[src/hdl/bpa_pkg.sv]
// shared types and constants for the bitmap page allocator
`default_nettype none
package bpa_pkg;
    localparam int MaxPages   = 4096;
    localparam int WordBits   = 8;
    localparam int PageW      = $clog2(MaxPages);
    localparam int CountW     = PageW + 1;
    localparam int Words      = MaxPages / WordBits;
    localparam int WordAddrW  = $clog2(Words);
    localparam int BitW       = $clog2(WordBits);
    localparam logic [WordBits-1:0] WordReset = 8'hFF;

    localparam logic [1:0] ActAlloc = 2'd0;
    localparam logic [1:0] ActFree  = 2'd1;
    localparam logic [1:0] ActAdd   = 2'd2;

    localparam logic CfgTotal  = 1'b0;
    localparam logic CfgEnable = 1'b1;
endpackage
`default_nettype wire

[src/hdl/bpa_ram.sv]
// generic simple dual-port ram (one write port, one read port) with registered read
`default_nettype none
module bpa_ram #(
    parameter int Width = 8,
    parameter int Depth = 512
) (
    input  wire logic                     i_clk,
    input  wire logic                     i_we,
    input  wire logic [$clog2(Depth)-1:0] i_waddr,
    input  wire logic [Width-1:0]         i_wdata,
    input  wire logic [$clog2(Depth)-1:0] i_raddr,
    output logic      [Width-1:0]         o_rdata
);
    logic [Width-1:0] r_mem [Depth];
    always_ff @(posedge i_clk) begin
        if (i_we) begin
            r_mem[i_waddr] <= i_wdata;
        end
        o_rdata <= r_mem[i_raddr];
    end
endmodule
`default_nettype wire

[src/hdl/bitmap_page_allocator.sv]
// bitmap page allocator top level: sequencer over one page bit at a time
//
// Input channel (i_valid/o_ready) carries action, page and count. Output
// channel (o_valid/i_ready) carries one result transaction per input.
// Configuration: i_cfg_we writes the page total (index 0) or enable (index 1);
// the user must do so only while the block is idle, which it does not enforce.
// After reset the block first sweeps all 512 words of the bitmap memory,
// setting every page used, with o_ready low.
// The bitmap sits in one 8-bit-wide RAM; the sequencer visits one page per
// step, and each step is a read and then a check or mark, any write of the
// bit falling in the check or mark state. Alloc first brings the rover below
// the page total by repeated subtraction, then scans pages, up to the managed
// total, for a free run of the count and marks each page of the run used;
// free and add visit each page of the range in turn. Refused items go
// straight from the start state to the result.
// The result register holds while the receiver stalls; o_ready stays low
// until it is taken, so one transaction is in the block at a time.
`default_nettype none
module bitmap_page_allocator (
    input  wire logic                       i_clk,
    input  wire logic                       i_rst_n,
    input  wire logic                       i_cfg_we,
    input  wire logic                       i_cfg_index,
    input  wire logic [bpa_pkg::CountW-1:0] i_cfg_data,
    input  wire logic                       i_valid,
    output logic                            o_ready,
    input  wire logic [1:0]                 i_action,
    input  wire logic [bpa_pkg::PageW-1:0]  i_page,
    input  wire logic [bpa_pkg::CountW-1:0] i_count,
    output logic                            o_valid,
    input  wire logic                       i_ready,
    output logic                            o_ok,
    output logic [bpa_pkg::PageW-1:0]       o_alloc_page,
    output logic [bpa_pkg::CountW-1:0]      o_free_cnt,
    output logic [bpa_pkg::CountW-1:0]      o_used_cnt,
    output logic [bpa_pkg::CountW-1:0]      o_skipped_pages
);
    localparam int PW = bpa_pkg::PageW;
    localparam int CW = bpa_pkg::CountW;
    localparam int AW = bpa_pkg::WordAddrW;
    localparam int BW = bpa_pkg::BitW;
    localparam int DW = bpa_pkg::WordBits;

    typedef enum logic [10:0] {
        S_CLEAR  = 11'b00000000001,
        S_IDLE   = 11'b00000000010,
        S_START  = 11'b00000000100,
        S_SREAD  = 11'b00000001000,
        S_SCHK   = 11'b00000010000,
        S_MREAD  = 11'b00000100000,
        S_MWRITE = 11'b00001000000,
        S_RREAD  = 11'b00010000000,
        S_RCHK   = 11'b00100000000,
        S_OUT    = 11'b01000000000,
        S_MOD    = 11'b10000000000
    } t_state;

    t_state r_state, n_state;
    logic [CW-1:0] r_total, r_free, r_used, r_skip, r_count, r_i, r_streak;
    logic [PW-1:0] r_rover, r_idx, r_sstart, r_res_page;
    logic [PW-1:0] r_page;
    logic [1:0]    r_action;
    logic          r_enable, r_ok, r_fromalloc;
    logic [AW-1:0] r_clr;

    logic          ram_we;
    logic [AW-1:0] ram_waddr, ram_raddr;
    logic [DW-1:0] ram_wdata, ram_rdata;

    bpa_ram #(.Width(DW), .Depth(bpa_pkg::Words)) u_map (
        .i_clk  (i_clk),
        .i_we   (ram_we),
        .i_waddr(ram_waddr),
        .i_wdata(ram_wdata),
        .i_raddr(ram_raddr),
        .o_rdata(ram_rdata)
    );

    logic [CW-1:0] mgd;
    assign mgd = (r_total > CW'(bpa_pkg::MaxPages)) ? CW'(bpa_pkg::MaxPages) : r_total;

    logic          bit_used;
    logic [BW-1:0] bsel;
    assign bsel     = r_idx[BW-1:0];
    assign bit_used = ram_rdata[bsel];

    logic [CW-1:0] idx_next_w;
    assign idx_next_w = {1'b0, r_idx} + CW'(1);

    logic [CW-1:0] idx_less_w;
    assign idx_less_w = {1'b0, r_idx} - mgd;

    // page of the release range, kept one bit wider so it never wraps
    logic [CW:0] rel_idx_w;
    logic        rel_clr;
    assign rel_idx_w = {2'b0, r_page} + {1'b0, r_i};
    assign rel_clr   = (rel_idx_w < {1'b0, mgd}) && bit_used;

    always_comb begin
        ram_we    = 1'b0;
        ram_waddr = r_idx[PW-1:BW];
        ram_wdata = ram_rdata;
        ram_raddr = r_idx[PW-1:BW];
        if (r_state == S_CLEAR) begin
            ram_we    = 1'b1;
            ram_waddr = r_clr;
            ram_wdata = bpa_pkg::WordReset;
        end else if (r_state == S_MWRITE) begin
            ram_we          = 1'b1;
            ram_wdata[bsel] = 1'b1;
        end else if (r_state == S_RCHK && rel_clr) begin
            ram_we          = 1'b1;
            ram_wdata[bsel] = 1'b0;
        end
    end

    always_ff @(posedge i_clk) begin
        if (!i_rst_n) begin
            r_state  <= S_CLEAR;
            r_clr    <= '0;
            r_total  <= CW'(bpa_pkg::MaxPages);
            r_enable <= 1'b0;
            r_rover  <= '0;
            r_free   <= '0;
            r_used   <= '0;
        end else begin
            if (i_cfg_we) begin
                if (i_cfg_index == bpa_pkg::CfgTotal) r_total <= i_cfg_data;
                else r_enable <= i_cfg_data[0];
            end
            unique case (r_state)
                S_CLEAR: begin
                    r_clr <= r_clr + AW'(1);
                    if (r_clr == AW'(bpa_pkg::Words - 1)) r_state <= S_IDLE;
                end
                S_IDLE: begin
                    if (i_valid) begin
                        r_action <= i_action;
                        r_page   <= i_page;
                        r_count  <= i_count;
                        r_ok     <= 1'b0;
                        r_skip   <= '0;
                        r_res_page <= '0;
                        r_state  <= S_START;
                    end
                end
                S_START: begin
                    r_i      <= '0;
                    r_streak <= '0;
                    r_idx    <= r_page;
                    r_state  <= S_OUT;
                    if (r_count != '0) begin
                        if (r_action == bpa_pkg::ActAlloc && r_enable) begin
                            if (mgd != '0 && r_count <= mgd) begin
                                r_idx   <= r_rover;
                                r_state <= S_MOD;
                            end
                        end else if ((r_action == bpa_pkg::ActFree && r_enable) ||
                                     r_action == bpa_pkg::ActAdd) begin
                            r_fromalloc <= (r_action == bpa_pkg::ActFree);
                            r_ok        <= 1'b1;
                            r_state     <= S_RREAD;
                        end
                    end
                end
                S_MOD: begin
                    if ({1'b0, r_idx} >= mgd) r_idx <= idx_less_w[PW-1:0];
                    else r_state <= S_SREAD;
                end
                S_SREAD: r_state <= S_SCHK;
                S_SCHK: begin
                    if (bit_used) begin
                        r_streak <= '0;
                    end else begin
                        if (r_streak == '0 || r_idx == '0) r_sstart <= r_idx;
                        r_streak <= ((r_idx == '0) ? CW'(0) : r_streak) + CW'(1);
                    end
                    if (!bit_used &&
                        ((r_idx == '0) ? CW'(1) : r_streak + CW'(1)) == r_count) begin
                        r_ok    <= 1'b1;
                        r_res_page <= (r_streak == '0 || r_idx == '0) ? r_idx : r_sstart;
                        r_idx   <= (r_streak == '0 || r_idx == '0) ? r_idx : r_sstart;
                        r_i     <= '0;
                        r_state <= S_MREAD;
                    end else if (r_i + CW'(1) == mgd) begin
                        r_state <= S_OUT;
                    end else begin
                        r_i     <= r_i + CW'(1);
                        r_idx   <= (idx_next_w == mgd) ? '0 : idx_next_w[PW-1:0];
                        r_state <= S_SREAD;
                    end
                end
                S_MREAD: r_state <= S_MWRITE;
                S_MWRITE: begin
                    r_idx <= idx_next_w[PW-1:0];
                    r_i   <= r_i + CW'(1);
                    if (r_i + CW'(1) == r_count) begin
                        r_rover <= (idx_next_w == mgd) ? '0 : idx_next_w[PW-1:0];
                        r_free  <= r_free - r_count;
                        r_used  <= r_used + r_count;
                        r_state <= S_OUT;
                    end else begin
                        r_state <= S_MREAD;
                    end
                end
                S_RREAD: r_state <= S_RCHK;
                S_RCHK: begin
                    if (!rel_clr) begin
                        r_skip <= r_skip + CW'(1);
                    end else begin
                        r_free <= r_free + CW'(1);
                        if (r_fromalloc && r_used != '0) r_used <= r_used - CW'(1);
                    end
                    r_i   <= r_i + CW'(1);
                    r_idx <= idx_next_w[PW-1:0];
                    if (r_i + CW'(1) == r_count) r_state <= S_OUT;
                    else r_state <= S_RREAD;
                end
                S_OUT: if (i_ready) r_state <= S_IDLE;
                default: r_state <= S_IDLE;
            endcase
        end
    end

    assign o_ready         = (r_state == S_IDLE);
    assign o_valid         = (r_state == S_OUT);
    assign o_ok            = r_ok;
    assign o_alloc_page    = r_res_page;
    assign o_free_cnt      = r_free;
    assign o_used_cnt      = r_used;
    assign o_skipped_pages = r_skip;
endmodule
`default_nettype wire

[config.mk]
export PLATFORM = sky130hd
export DESIGN_NAME = bitmap_page_allocator
export DESIGN_NICKNAME = d
export VERILOG_FILES = /design/src/hdl/bpa_pkg.sv /design/src/hdl/bpa_ram.sv /design/src/hdl/bitmap_page_allocator.sv
export SDC_FILE = /design/constraint.sdc
export NUM_CORES = 2
export LEC_CHECK = 0
export ABC_CLOCK_PERIOD_IN_PS = 38100
export BUFFER_PORTS_ARGS = -buffer_cell sky130_fd_sc_hd__buf_4
export CAP_MARGIN = 0
export CORE_ASPECT_RATIO = 1.2
export CORE_MARGIN = 1
export CORE_UTILIZATION = 56
export CTS_CLUSTER_DIAMETER = 150
export DETAILED_ROUTE_END_ITERATION = 8
export PLACE_DENSITY = 0.73
export SKIP_LAST_GASP = 1
export SLEW_MARGIN = 20
export SYNTH_ARGS = -nofsm -noshare
export SYNTH_HDL_FRONTEND = slang
export SYNTH_SLANG_ARGS = --single-unit
[constraint.sdc]
create_clock -name i_clk -period 38.1 [get_ports i_clk]
set_clock_uncertainty 0.1 [all_clocks]
set_input_delay 5.715 -clock i_clk [delete_from_list [all_inputs] [get_ports i_clk]]
set_output_delay 5.715 -clock i_clk [all_outputs]
set_load 0.01 [all_outputs]
==> metrics <==
status finished clean; post-CTS sizing 0; DR vias 87369; # hold bufs at CTS 0; Placement Rows 221; initial drt markers 13159; final worst setup slack slightly below 30000 ps; vias in the first global route roughly 86000; Post-DRT Antenna Nets 0; HPWL after DPL about 260000 um; global-route wire length before repair around 630000 um; Worst Max-Slew Pin Slew 1277 ps; final hold slack 365.8 ps; FF+latch count, synth around 4300; pre-CTS WS 30400 ps; Core ar. 302500 um^2; Worst EP arrival ~2600 ps; peak supply drop 0.00003999 V; syn_nets about 8300; TritonCTS Sinks around 4300; Hold WC Path Type flop to flop; CP max FO 8; PwrDens roughly 52 nW/um^2; commonest non-fill, non-tap cell in the layout edfxtp_1; clk_lat worst skew 930 ps; Reg clk slew, reported paths around 60 ps; Nets 8496; TritonCTS clock tree yes; Layout Cells excl Fill 12706; die area approximately 310000 um^2; Final Critical Period 8412 ps; TritonRoute pass-1 iters 5; crit path launch type flop; drt total wl between 400000 and 500000 um; H-tree Lvls 5; # Post-CTS Setup Buffers 0; io pins 100; R2R cell count 23; Fin Setup TNS 0 ps; number of port buffers 99; commonest cells after routing, fill and taps aside edfxtp_1 (4200), mux4_2 (1214), nor2_1 (680); post-route cell area 189000 um^2; Hold Path Stages 2; CP Capture Type output port; Post-Synthesis Mean Instance Area 20.80 um^2; Post-Syn Instances a little over 8000; Via density approximately 7; CP required approximately 32000 ps; initial antenna violation count 15; maximum clock rate ~120 MHz; Tcrit/Tclk final 0.2208; placed cell areas between 150000 and 200000 um^2; All-Layer GR Usage 0.2895; Initial Utilization 0.5636; GP Congestion 0.9031; P&R area growth vs syn 10.86%; Leakage 57.48 nW; DIE WIDTH approximately 510 um; CTS root buf clkbuf_16; worst rel slew slack 0.1485; Synth async-reset ratio 0; fin util 0.6249; routed len/inst ~35 um; Die Height 606.5 um; Max Transition Viols Final 0; TritonCTS Buffers ~400; YS warnings 0; Crit Path Category flop to output port; share of layout cells above drive strength 1 0.2488; clock buffer depth 4; Final Hold Fails 0; Cell Area, Synth between 150000 and 200000 um^2; Setup Viol. Count Final 0; Primary FF master, synth edfxtp_1; EDFF count, synth 4200; Seq/Total Area, Yosys 0.7491; Placed Cells roughly 12000; largest net degree at the start of global routing 217; max cap viols 0; DRC viols 0; library cells used by synthesis 94; RSZ-0062 raised after global routing false; Overall Power roughly 10 mW; global route overflow 0
layer usage:
layer,routed length (um),vias to the layer above,track usage
li1,-,34426,-
met1,158400,45739,0.3924
met2,209500,6169,0.4530
met3,51650,1017,0.06880
met4,22800,18,0.1279
met5,106,-,0
critical path: stages (launching register included):
cell and delay [ps]:
dfxtp_1 380, nor4_2 400, nand2_1 210, nor3_1 490, buf_4 220
cells by family (layout without fill, tap and decap cells):
logic type | count (synthesis) | count (layout) | share of synthesized area
AO/OA/AOI/OAI | 605 | 605 | 0.02494
buffers and inverters | 552 | 1037 | 0.01476
adder cells (fa/ha/maj) | 87 | 87 | 0.006560
multiplexers | 1284 | 1284 | 0.1645
flip-flops | 4280 | 4280 | 0.7491
XOR/XNOR | 130 | 130 | 0.006810
AND/OR/NAND/NOR | 1261 | 1261 | 0.03333
other | 0 | 8 | 0
final timing paths:
check	from	endpoint	slack, ps
worst min-delay path	r_rover[5]$_SDFFE_PN0P_	r_rover[5]$_SDFFE_PN0P_	370
worst max-delay path	r_state[10]$_SDFFE_PN0P_	o_ready	29690
worst max register to register	r_i[0]$_DFFE_PP_	u_map.r_mem[27][2]$_DFFE_PP_	30390
worst min register to register	r_rover[5]$_SDFFE_PN0P_	r_rover[5]$_SDFFE_PN0P_	370
layout make-up:
cell class | instances | area [um^2]
timing repair buffer | 267 | 2272
sequential | 4280 | 127700
inverter | 55 | 206.4
antenna | 8 | 20.02
fill | 19709 | 113500
clock inverter | 247 | 2738
multi-input combinational | 3367 | 40670
tap | 4014 | 5022
clock buffer | 468 | 10380
sequential cells by signal (all words and copies together), names as in the netlist, 12 cells and up:
name             flops
o_alloc_page        12
r_i                 13
u_map.r_mem       4096
o_skipped_pages     13
r_total             13
r_streak            13
r_rover             12
o_used_cnt          13
r_count             13
r_sstart            12
o_free_cnt          13
r_page              12
r_idx               12
synth_stat cells, drive strengths merged, types with 8 or more instances:
library cell / number / area share
and2: 9 / 0.00034
mux4: 1214 / 0.16
a21o: 16 / 0.00070
a221oi: 45 / 0.0023
nand4b: 9 / 0.00046
ha: 83 / 0.0061
nand4: 33 / 0.0013
a31oi: 11 / 0.00040
edfxtp: 4200 / 0.74
clkbuf: 247 / 0.0055
nand3: 92 / 0.0028
nand3b: 10 / 0.00044
o22ai: 23 / 0.00084
nand2: 208 / 0.0046
nor4: 26 / 0.0012
or3: 19 / 0.00070
a21oi: 151 / 0.0045
dfxtp: 80 / 0.0094
o211ai: 17 / 0.00078
a22oi: 108 / 0.0048
nand2b: 20 / 0.00073
o31ai: 13 / 0.00063
a22o: 49 / 0.0025
nor2: 688 / 0.015
mux2i: 62 / 0.0036
or2: 9 / 0.00033
mux2: 8 / 0.00053
inv: 55 / 0.0012
o21ai: 72 / 0.0022
nor2b: 28 / 0.0010
nor3: 65 / 0.0020
and3: 19 / 0.00070
o221ai: 13 / 0.00092
xnor2: 74 / 0.0038
buf: 250 / 0.0081
o21a: 13 / 0.00057
a2bb2oi: 8 / 0.00041
a211oi: 12 / 0.00053
xor2: 56 / 0.0030
power breakdown:
part	internal, mW	switching [mW]	leakage [nW]
combinational	0.0432	0.373	13.6
clock	2.33	1.72	6.38
sequential	5.33	0.00929	37.5
total	7.70	2.11	57.5
Power figures use the tool's default switching activity.
